## config.mk

```make
export PLATFORM = sky130hd
export DESIGN_NAME = sjis_glyph_locate_and_fit_unit
export DESIGN_NICKNAME = d
export VERILOG_FILES = /design/src/design/sgl_pkg.sv /design/src/design/sgl_seg_core.sv /design/src/design/sgl_out_queue.sv /design/src/design/sjis_glyph_locate_and_fit_unit.sv
export SDC_FILE = /design/constraint.sdc
export NUM_CORES = 1
export LEC_CHECK = 0
export BUFFER_PORTS_ARGS = -buffer_cell sky130_fd_sc_hd__buf_2
export CAP_MARGIN = 20
export CORE_MARGIN = 5
export CORE_UTILIZATION = 25
export CTS_CLUSTER_SIZE = 20
export DETAILED_ROUTE_END_ITERATION = 7
export PLACE_DENSITY = 0.47
export SYNTH_ARGS = -nofsm -noshare
export SYNTH_HDL_FRONTEND = slang
export SYNTH_SLANG_ARGS = --single-unit
```

## constraint.sdc

```tcl
create_clock -name clk -period 11.3 [get_ports clk]
set_clock_uncertainty 0.1 [all_clocks]
set_input_delay 2.26 -clock clk [delete_from_list [all_inputs] [get_ports clk]]
set_output_delay 2.26 -clock clk [all_outputs]
set_load 0.005 [all_outputs]
```

## src/design/sgl_pkg.sv

```systemverilog
// types, constants and helper functions shared by the glyph segmenter modules
package sgl_pkg;

    localparam logic [15:0] KANJI0_LO   = 16'h8140;
    localparam logic [15:0] KANJI0_HI   = 16'h9ffc;
    localparam logic [15:0] KANJI1_LO   = 16'he040;
    localparam logic [15:0] KANJI1_HI   = 16'heffc;
    localparam int          ROW_SPAN    = 192;
    localparam int          ROW_KEEP    = ROW_SPAN - 4;
    localparam int          BANK1_ROWS  = (15 + 32 + 15) / 2;
    localparam int          GAP_COL     = 62;
    localparam logic [14:0] ROM_BASE    = 15'h100;
    localparam logic [7:0]  TRAIL_LO    = 8'h40;
    localparam logic [7:0]  TRAIL_HI    = 8'hfc;
    localparam logic [7:0]  TRAIL_HOLE  = 8'h7f;
    localparam logic [19:0] WIDTH_MAX   = 20'd524280;
    localparam logic [15:0] COUNT_MAX   = 16'hffff;
    localparam logic [4:0]  NARROW_W    = 5'd8;
    localparam logic [4:0]  WIDE_W      = 5'd16;

    typedef struct packed {
        logic        wide_glyph;
        logic [15:0] char_code;
        logic [14:0] rom_offset;
        logic [18:0] x_position;
        logic        glyph_fits;
        logic [15:0] fitted_bytes;
        logic [18:0] total_width;
        logic        run_end;
    } sgl_result_t;

    typedef struct packed {
        logic [19:0] width_sum;
        logic [15:0] fit_count;
        logic        fit_stopped;
    } sgl_acc_t;

    typedef struct packed {
        sgl_result_t res;
        sgl_acc_t    acc;
    } sgl_emit_t;

    typedef struct packed {
        logic        two;
        sgl_result_t res0;
        sgl_result_t res1;
    } sgl_entry_t;

    typedef struct packed {
        logic full;
        logic last_free;
    } sgl_qstat_t;

    function automatic logic is_lead(logic [7:0] b);
        return (b >= 8'h81 && b <= 8'h9f) || (b >= 8'he0 && b <= 8'hfc);
    endfunction

    function automatic logic is_trail(logic [7:0] b);
        return (b != TRAIL_HOLE) && (b >= TRAIL_LO) && (b <= TRAIL_HI);
    endfunction

    // offset of a kanji pair in a font row, zero for unmapped codes
    function automatic logic [14:0] pair_offset(logic [15:0] code);
        logic [5:0]  row;
        logic [7:0]  col;
        logic [14:0] idx;
        logic        mapped;
        col    = code[7:0] - TRAIL_LO;
        row    = '0;
        mapped = 1'b0;
        if (code >= KANJI0_LO && code <= KANJI0_HI)
        begin
            row    = {1'b0, code[12:8]} - 6'd1;
            mapped = 1'b1;
        end
        else if (code >= KANJI1_LO && code <= KANJI1_HI)
        begin
            row    = {2'b00, code[11:8]} + 6'(BANK1_ROWS);
            mapped = 1'b1;
        end
        idx = 15'(row) * 15'(ROW_KEEP) + 15'(col) - 15'(col > 8'(GAP_COL));
        return mapped ? (ROM_BASE + {idx[13:0], 1'b0}) : 15'd0;
    endfunction

    // one glyph: running width, fit decision and result fields
    function automatic sgl_emit_t emit_glyph(sgl_acc_t acc, logic wide, logic [15:0] code,
                                             logic last, logic [15:0] fit_width);
        sgl_emit_t   e;
        logic [20:0] sum;
        logic [19:0] after;
        logic [16:0] cnt_sum;
        logic        fits;
        sum     = {1'b0, acc.width_sum} + 21'(wide ? WIDE_W : NARROW_W);
        after   = (sum > {1'b0, WIDTH_MAX}) ? WIDTH_MAX : sum[19:0];
        fits    = !acc.fit_stopped && (sum <= {5'd0, fit_width});
        cnt_sum = {1'b0, acc.fit_count} + (wide ? 17'd2 : 17'd1);
        e.acc.width_sum   = after;
        e.acc.fit_stopped = acc.fit_stopped || !fits;
        if (fits)
        begin
            e.acc.fit_count = cnt_sum[16] ? COUNT_MAX : cnt_sum[15:0];
        end
        else
        begin
            e.acc.fit_count = acc.fit_count;
        end
        e.res.wide_glyph   = wide;
        e.res.char_code    = code;
        e.res.rom_offset   = wide ? pair_offset(code) : {7'd0, code[7:0]};
        e.res.x_position   = acc.width_sum[18:0];
        e.res.glyph_fits   = fits;
        e.res.fitted_bytes = e.acc.fit_count;
        e.res.total_width  = after[18:0];
        e.res.run_end      = last;
        return e;
    endfunction

endpackage

```

## src/design/sgl_seg_core.sv

```systemverilog
// glyph segmentation and width fitting for one registered byte
module sgl_seg_core
(
    input  logic                clk,
    input  logic                rst_n,
    input  logic                in_valid,
    input  logic [7:0]          text_byte,
    input  logic                is_final,
    input  logic [15:0]         fit_width,
    output logic                push,
    output sgl_pkg::sgl_entry_t entry
);
    import sgl_pkg::*;

    logic       [7:0] held_lead_reg, held_lead_next;
    logic             lead_pending_reg, lead_pending_next;
    sgl_acc_t         acc_reg, acc_next;

    logic             pend_trail;
    logic             emit_b;
    logic             g0_valid;
    logic             g1_valid;
    logic      [15:0] g0_code;
    logic             g0_last;
    sgl_emit_t        e0;
    sgl_emit_t        e1;

    always_comb
    begin
        pend_trail = lead_pending_reg && is_trail(text_byte);
        emit_b     = !(is_lead(text_byte) && !is_final);
        g0_valid   = lead_pending_reg || emit_b;
        g1_valid   = lead_pending_reg && !pend_trail && emit_b;
        if (pend_trail)
        begin
            g0_code = {held_lead_reg, text_byte};
            g0_last = is_final;
        end
        else if (lead_pending_reg)
        begin
            g0_code = {8'd0, held_lead_reg};
            g0_last = 1'b0;
        end
        else
        begin
            g0_code = {8'd0, text_byte};
            g0_last = is_final;
        end
        e0 = emit_glyph(acc_reg, pend_trail, g0_code, g0_last, fit_width);
        e1 = emit_glyph(e0.acc, 1'b0, {8'd0, text_byte}, is_final, fit_width);

        push       = in_valid && g0_valid;
        entry.two  = g1_valid;
        entry.res0 = e0.res;
        entry.res1 = e1.res;

        acc_next          = acc_reg;
        held_lead_next    = held_lead_reg;
        lead_pending_next = lead_pending_reg;
        if (in_valid)
        begin
            if (is_final)
            begin
                acc_next          = '0;
                held_lead_next    = '0;
                lead_pending_next = 1'b0;
            end
            else
            begin
                if (g1_valid)
                begin
                    acc_next = e1.acc;
                end
                else if (g0_valid)
                begin
                    acc_next = e0.acc;
                end
                if (is_lead(text_byte) && !pend_trail)
                begin
                    held_lead_next    = text_byte;
                    lead_pending_next = 1'b1;
                end
                else
                begin
                    lead_pending_next = 1'b0;
                end
            end
        end
    end

    always_ff @(posedge clk or negedge rst_n)
    begin
        if (!rst_n)
        begin
            acc_reg          <= '0;
            held_lead_reg    <= '0;
            lead_pending_reg <= 1'b0;
        end
        else
        begin
            acc_reg          <= acc_next;
            held_lead_reg    <= held_lead_next;
            lead_pending_reg <= lead_pending_next;
        end
    end

    a_held_is_lead: assert property (@(posedge clk) disable iff (!rst_n)
        lead_pending_reg |-> is_lead(held_lead_reg))
        else $error("held byte is not a lead byte");

    a_stopped_freezes: assert property (@(posedge clk) disable iff (!rst_n)
        (in_valid && acc_reg.fit_stopped && !is_final) |=> $stable(acc_reg.fit_count))
        else $error("fitted byte count moved after overflow");

    a_width_bound: assert property (@(posedge clk) disable iff (!rst_n)
        acc_reg.width_sum <= WIDTH_MAX)
        else $error("width sum beyond saturation");

endmodule

```

## src/design/sgl_out_queue.sv

```systemverilog
// result queue holding one or two glyphs per entry, drained one glyph per transaction
module sgl_out_queue
#(
    parameter int DEPTH = 4
)
(
    input  logic                 clk,
    input  logic                 rst_n,
    input  logic                 push,
    input  sgl_pkg::sgl_entry_t  push_entry,
    output sgl_pkg::sgl_qstat_t  stat,
    output logic                 out_valid,
    input  logic                 out_ready,
    output sgl_pkg::sgl_result_t out_result
);
    import sgl_pkg::*;

    localparam int PTR_W = (DEPTH > 1) ? $clog2(DEPTH) : 1;
    localparam int CNT_W = $clog2(DEPTH + 1);

    sgl_entry_t             mem [DEPTH];
    logic       [PTR_W-1:0] wr_ptr_reg, wr_ptr_next;
    logic       [PTR_W-1:0] rd_ptr_reg, rd_ptr_next;
    logic       [CNT_W-1:0] count_reg, count_next;
    logic                   sub_reg, sub_next;
    sgl_entry_t             head;
    logic                   take;
    logic                   pop;

    always_comb
    begin
        head       = mem[rd_ptr_reg];
        out_valid  = (count_reg != '0);
        out_result = sub_reg ? head.res1 : head.res0;
        take       = out_valid && out_ready;
        pop        = take && (sub_reg || !head.two);
        stat.full      = (count_reg == CNT_W'(DEPTH));
        stat.last_free = (count_reg == CNT_W'(DEPTH - 1));

        sub_next = sub_reg;
        if (pop)
        begin
            sub_next = 1'b0;
        end
        else if (take)
        begin
            sub_next = 1'b1;
        end

        wr_ptr_next = wr_ptr_reg;
        if (push)
        begin
            wr_ptr_next = (wr_ptr_reg == PTR_W'(DEPTH - 1)) ? '0 : wr_ptr_reg + PTR_W'(1);
        end
        rd_ptr_next = rd_ptr_reg;
        if (pop)
        begin
            rd_ptr_next = (rd_ptr_reg == PTR_W'(DEPTH - 1)) ? '0 : rd_ptr_reg + PTR_W'(1);
        end

        count_next = count_reg;
        if (push && !pop)
        begin
            count_next = count_reg + CNT_W'(1);
        end
        else if (pop && !push)
        begin
            count_next = count_reg - CNT_W'(1);
        end
    end

    always_ff @(posedge clk)
    begin
        if (push)
        begin
            mem[wr_ptr_reg] <= push_entry;
        end
    end

    always_ff @(posedge clk or negedge rst_n)
    begin
        if (!rst_n)
        begin
            wr_ptr_reg <= '0;
            rd_ptr_reg <= '0;
            count_reg  <= '0;
            sub_reg    <= 1'b0;
        end
        else
        begin
            wr_ptr_reg <= wr_ptr_next;
            rd_ptr_reg <= rd_ptr_next;
            count_reg  <= count_next;
            sub_reg    <= sub_next;
        end
    end

    a_no_overflow: assert property (@(posedge clk) disable iff (!rst_n)
        push |-> !stat.full)
        else $error("push into a full result queue");

    a_second_glyph: assert property (@(posedge clk) disable iff (!rst_n)
        sub_reg |-> (out_valid && head.two))
        else $error("second glyph selected on a single-glyph entry");

endmodule

```

## src/design/sjis_glyph_locate_and_fit_unit.sv

```systemverilog
// top level of the two-byte text glyph segmenter with width fitting
// a taken byte is held in an input register, then its glyphs are written into the result queue and leave from its head
// throughput: one byte per cycle while the queue has room; a two-glyph byte needs two output transactions
// a lead byte awaiting its trail byte yields no glyph until the next byte arrives
// reset clears run state and queue, fit_width returns to 65535; no clearing pass
module sjis_glyph_locate_and_fit_unit
#(
    parameter int QUEUE_DEPTH = 4
)
(
    input  logic        clk,
    input  logic        rst_n,
    input  logic        cfg_valid,
    output logic        cfg_ready,
    input  logic [15:0] cfg_data,       // fit_width
    input  logic        s_axis_tvalid,
    output logic        s_axis_tready,
    input  logic [7:0]  s_axis_tdata,   // text_byte
    input  logic        s_axis_tlast,   // is_final
    output logic        m_axis_tvalid,
    input  logic        m_axis_tready,
    output logic [87:0] m_axis_tdata,   // char_code, rom_offset, x_position, glyph_fits,
                                        // fitted_bytes, total_width, zero pad
    output logic        m_axis_tuser,   // wide_glyph
    output logic        m_axis_tlast    // run_end
);
    import sgl_pkg::*;

    logic [15:0]  fit_width_reg;
    logic         in_valid_reg;
    logic [7:0]   in_byte_reg;
    logic         in_final_reg;
    logic         push;
    sgl_entry_t   entry;
    sgl_qstat_t   qstat;
    sgl_result_t  res;

    assign cfg_ready     = 1'b1;
    assign s_axis_tready = !qstat.full && !(in_valid_reg && qstat.last_free);

    always_ff @(posedge clk or negedge rst_n)
    begin
        if (!rst_n)
        begin
            fit_width_reg <= 16'hffff;
            in_valid_reg  <= 1'b0;
        end
        else
        begin
            if (cfg_valid && cfg_ready)
            begin
                fit_width_reg <= cfg_data;
            end
            in_valid_reg <= s_axis_tvalid && s_axis_tready;
        end
    end

    always_ff @(posedge clk)
    begin
        if (s_axis_tvalid && s_axis_tready)
        begin
            in_byte_reg  <= s_axis_tdata;
            in_final_reg <= s_axis_tlast;
        end
    end

    sgl_seg_core u_core
    (
        .clk       (clk),
        .rst_n     (rst_n),
        .in_valid  (in_valid_reg),
        .text_byte (in_byte_reg),
        .is_final  (in_final_reg),
        .fit_width (fit_width_reg),
        .push      (push),
        .entry     (entry)
    );

    sgl_out_queue #(.DEPTH(QUEUE_DEPTH)) u_queue
    (
        .clk        (clk),
        .rst_n      (rst_n),
        .push       (push),
        .push_entry (entry),
        .stat       (qstat),
        .out_valid  (m_axis_tvalid),
        .out_ready  (m_axis_tready),
        .out_result (res)
    );

    assign m_axis_tdata = {2'b00, res.total_width, res.fitted_bytes, res.glyph_fits,
                           res.x_position, res.rom_offset, res.char_code};
    assign m_axis_tuser = res.wide_glyph;
    assign m_axis_tlast = res.run_end;

    a_room_for_byte: assert property (@(posedge clk) disable iff (!rst_n)
        in_valid_reg |-> !qstat.full)
        else $error("registered byte has no queue room");

endmodule
```

Yosys cells after proc, flatten, opt, wreduce, memory -nomap -nowiden --
Memory sizes are Yosys's and may differ from the RTL's. Cells that the tools add are included.
Storage, ports and cells: register bits 80, RAM bits 644, bits of input ports 30, output and inout bits 93, memories kept 1
Memory list:
- u_queue.mem | depth 4, width 161, rd ports 1, clocked after Yosys merged registers in 0, write ports 1, RTL line sgl_out_queue.sv:21 | sgl_entry_t mem [DEPTH];
Operators by class: add/subtract/negate cells 14, multipliers 1, $lt $le $gt $ge 14, equality and inequality tests 5, mux-type cells 34, reduce and logical (&&, ||, !) cells 45
Operators with widths (number):
- $mux W37 | 3
- $mux W88 | 1
- $mux W16 | 5
- $gt A21 B19 Y1 const B | 2
- $le A21 B16 Y1 | 2
- $mux W20 | 2
- $ge A16 B16 Y1 const B | 2
- $le A16 B16 Y1 const B | 2
- $mux W15 | 2
- $mux W8 | 3
- $add A20 B21 Y21 | 1
- $add A20 B4 Y21 const B | 1
- $logic_and A1 B1 Y1 | 21
- $add A16 B1 Y17 const B | 1
- $add A16 B17 Y17 | 1
- $ge A8 B8 Y1 const B | 2
- $le A8 B8 Y1 const B | 2
- $add A9 B15 Y15 const A | 1
- $add A14 B8 Y14 | 1
- $sub A14 B1 Y14 | 1
- $logic_not A1 Y1 | 12
- $mul A6 B6 Y12 const B | 1
- $mux W6 | 2
- $mux W1 | 10
- 19 further kinds | 32

Longest topological paths before layout --
depth in word-level cells 16, depth in mapped cells 38

Cells and area by module --
Synthesis repeated with hierarchy kept, for this count alone.
Unflattened totals: cell total of the unflattened synthesis 2417, area total of the unflattened synthesis 36431.2 sq um
By module, submodules not included:
- sgl_out_queue | times used 1, cells each 1265, area an instance 27111.0 sq um, sequential area each 21460.6 sq um
- sgl_seg_core | times used 1, cells each 1101, area an instance 8314.2 sq um, sequential area each 1151.1 sq um
- sjis_glyph_locate_and_fit_unit | times used 1, cells each 51, area an instance 1006.0 sq um, sequential area each 715.7 sq um

Worst setup path before layout --
OpenSTA, ideal clock, no wires.
path type register to register, start point reg in_byte_reg[0], end point mem u_queue.mem[0][34] (netlist bit), data pin, setup time 0.264 ns, arrival 7.879 ns, slack 3.057 ns, stages on the path, launching flop included 35, buffers on the path 6, period minus slack after synthesis 8.243 ns, cell sequence edfxtp_1 -> nor2_1 -> o22ai_1 -> a31oi_1 -> and2_1 -> clkbuf_1 -> clkbuf_1 -> inv_1 -> ha_1 -> fa_1 -> buf_2 -> nand4_1 -> clkbuf_1 -> o21ai_0 -> a21o_1 -> a2111oi_0 -> a21oi_1 -> clkbuf_1 -> nand2b_1 -> ha_1 -> clkbuf_1 -> a21oi_1 -> o21ai_0 -> inv_1 -> ha_1 -> nand4_1 -> nor2_1 -> nand4_1 -> o21ai_0 -> a31oi_1 -> nor3b_1 -> and3_1 -> or3b_2 -> or4b_1 -> o21a_1
RTL lines:
- from (decl) | RTL line sjis_glyph_locate_and_fit_unit.sv:31 | logic [7:0] in_byte_reg;
- from (signal assigned) | RTL line sjis_glyph_locate_and_fit_unit.sv:62 | in_byte_reg <= s_axis_tdata;
- to (decl) | RTL line sgl_out_queue.sv:21

==> metrics.md <==
| Metric | Value |
|---|---|
| Status | `finished with violations` |
| Violations in the final reports | `antenna violations` |
| Max VDD drop | `about 0.13 mV` |
| Internal Power | `between 0.005 and 0.006 W` |
| Gate power share | `between 30% and 40%` |
| TNS Setup | `0 ns` |
| Crit path largest cell delay | `about 0.73 ns` |
| Async SR Flop Fraction | `a little under an eighth` |
| Routability Congestion | `0.843` |
| Clk pwr share | `26.3%` |
| Max-cap check violation count | `0` |
| Area leader, netlist | `edfxtp_1` |
| Number of global-route vias before repair | `about 19000` |
| Synthesized instance count | `approximately 2100` |
| R2R Setup Slk | `1.53 ns` |
| Critical R2R Capture | `u_core.acc_reg[12]` |
| Die area | `roughly 120000 um^2` |
| Clock Latency Late Sink | `about 0.62 ns` |
| CTS tree | `built` |
| Via/cell ratio | `4.69` |
| All-Layer GR Usage | `13.0%` |
| Top cells by area, synth | `edfxtp_1, mux4_2, nand2_1` |
| Starting Density | `25.2%` |
| Area Overhead vs Synth | `15.6%` |
| I/O pin count | `between 100 and 150` |
| Max clock buf depth | `3` |
| P_leak | `12.5 nW` |
| Pwr/cell area | `roughly 250 nW/um^2` |
| Seq/Total Area, Yosys | `just over 60%` |
| CP Max Fanout | `19` |
| Slowest-stage cell, CP | `or4_4` |
| Share of Yosys cell area claimed by the top area cell type | `56.0%` |
| Worst Max-Slew Pin Slew | `1.05 ns` |
| Crit start category | `flip-flop` |
| Worst path required time | `between 10 and 15 ns` |
| DR WL/cell | `roughly 21 um` |
| Postcts setup bufs | `0` |
| Die Wd | `352 um` |
| Count of final setup violators | `0` |
| Final nets | `2355` |
| EDFF count, synth | `about 550` |
| Initial antenna violation count | `2` |
| Post-DP HPWL | `about 53000 um` |
| Critical path type | `reg -> reg` |
| Die H | `352 um` |
| Largest net degree at the start of global routing | `between 90 and 100` |
| Total wire length | `80600 um` |
| Layout cells sized above 1 | `between 10% and 20%` |
| Resized cells post-CTS | `0` |
| RSZ-0062 raised after global routing | `false` |
| First drt pass iteration count | `5` |
| DRC | `0` |
| Row count | `about 130` |
| R2R cell count | `30` |
| Hold Vio Cnt, Final | `0` |
| Sink Count | `616` |
| Max Slew Vio Count | `0` |
| Largest register FFs | `~540` |
| RR Startpoint | `in_byte_reg[6]` |
| Total grt overflow | `0` |
| Mapped Area | `29200 um^2` |
| Final worst path period share | `between 80% and 90%` |
| Final min period | `around 9.8 ns` |
| FF+latch count, synth | `~600` |
| Worst Hold Class | `reg -> reg` |
| Switching Fraction | `34.0%` |
| Avg Synthesized Cell Area | `about 14 um^2` |
| DR iter-0 viols | `1207` |
| Critical Path Most Common Cell | `ha_1` |
| Hold Crit Endpoint | `u_queue.count_reg[2]` |
| Post-layout util | `slightly below 30%` |
| Top_reg_cell synth | `edfxtp_1` |
| Clock root buffer master | `clkbuf_16` |
| Synth cell types | `86` |
| Slew headroom | `slightly below 30%` |
| Flop pwr share | `~40%` |
| CTS Hold Bufs | `0` |
| Vias | `roughly 18000` |
| Clock Pin Slew Worst Setup and Hold Paths | `around 0.06 ns` |
| First-pass GRT wire length | `between 100000 and 150000 um` |
| H-tree levels | `3` |
| Routed Antenna Nets | `1` |
| Hold Path Stages | `1` |
| CTS Buf Count | `68` |
| Arrival time worst endpoint | `approximately 10 ns` |
| NetSw | `approximately 0.0029 W` |
| Syn. warnings | `0` |
| Setup crit end kind | `flip-flop` |
| Hold path startpoint | `u_queue.count_reg[2]` |
| IO buf count | `between 100 and 150` |
| Core ar. | `116000 um^2` |
| Highest Clock Rate | `~100 MHz` |
## power groups by stage
| stage | sequential [W] | clock (W) | combinational, W |
|---|---|---|---|
| floorplan | 0.00330 | 0 | 0.00183 |
| global placement | 0.00340 | 0 | 0.00287 |
| detailed placement | 0.00343 | 0 | 0.00288 |
| CTS | 0.00339 | 0.00228 | 0.00289 |
| global route | 0.00343 | 0.00237 | 0.00311 |
| finish | 0.00337 | 0.00221 | 0.00280 |
## worst max-delay path by stage
stage / cells after the start / from / slack [ns] / endpoint
after floorplan: 34 / in_byte_reg[0] / 3.06 / u_queue.mem[0][34]
after global placement: 30 / in_byte_reg[6] / 1.90 / u_core.acc_reg[16]
after detailed placement: 30 / in_byte_reg[6] / 1.61 / u_core.acc_reg[16]
after CTS: 30 / in_byte_reg[6] / 1.59 / u_core.acc_reg[16]
after global routing: 30 / in_byte_reg[6] / 0.73 / u_core.acc_reg[16]
final: 30 / in_byte_reg[6] / 1.53 / u_core.acc_reg[12]
## cells by family (layout without fill, tap and decap cells)
group / after synthesis / in the layout / synth area share, %
other: 2 / 9 / 0.0257
muxes: 162 / 162 / 11.3
buffers and inverters: 237 / 405 / 3.20
AOI/OAI and AO/OA: 260 / 260 / 5.97
DFF: 616 / 616 / 62.2
and+or+nand+nor: 659 / 659 / 10.6
adders and majority gates: 112 / 112 / 5.18
xor gates and xnor gates: 51 / 51 / 1.53
## critical path, delay by kind of cell (launching register included)
family                     cells  cell delay (ns)
adders and majority gates      4             1.34
and+or+nand+nor               14             4.98
buffers and inverters          4             0.82
AOI/OAI and AO/OA              8             1.87
DFF                            1             0.58
## cell usage in the layout, fill, tap and decap left out, drive strengths merged, types with 55 or more instances in the layout
cell type	n
ha	97
mux4	134
o21ai	76
buf	145
nor2	67
inv	140
clkbuf	86
edfxtp	545
dfrtp	55
nand2	368
## cells in the mapped netlist, types with 7 or more instances
cell type	instances
and3_1	13
o21a_1	13
dfrtp_1	55
mux4_2	134
a21oi_1	49
o221ai_1	9
or4_1	7
nand2_1	368
a21o_1	16
inv_1	132
xnor2_1	36
a22o_1	12
a31oi_1	11
o21ai_0	75
dfstp_2	16
nand2b_1	17
fa_1	15
xor2_1	15
nor2_1	66
o22ai_1	8
mux2i_1	19
or3_1	10
and2_1	37
nor4_1	19
a21boi_0	8
ha_1	97
nand4_1	19
nor3b_1	7
buf_2	9
buf_1	22
nor3_1	29
and4_1	10
mux2_2	9
nand3_1	30
clkbuf_1	64
edfxtp_1	545
## routing by layer
metal | vias to the layer above | GRT usage [%] | share of wire [%]
li1 | 8114 | - | -
met1 | 9183 | 17.6 | 45
met2 | 420 | 21.9 | 48
met3 | 80 | 2.07 | 4.5
met4 | 0 | 3.47 | 1.9
met5 | - | 0 | 0
## per-stage QoR
step	hold slack, ns	power, W	area, um^2	std cells	worst slack, ns
floorplan	0.364	0.00513	29200	2100	3.06
global placement	0.394	0.00627	31500	3666	1.90
detailed placement	0.416	0.00632	31500	3666	1.61
CTS	0.425	0.00856	33800	3791	1.59
global route	0.444	0.00891	33800	3792	0.731
finish	0.426	0.00838	33800	3798	1.53
## final cells by class
class | instances | area (um^2)
inverters | 135 | 509
clock buffers | 86 | 1840
fillers | 11800 | 82300
repair buffers | 145 | 816
flip-flops and latches | 616 | 18200
well taps | 1524 | 1910
multi-input cells | 1247 | 10100
diodes | 6 | 15.0
clock inverters | 39 | 385
(Power assumes the default switching activity.)
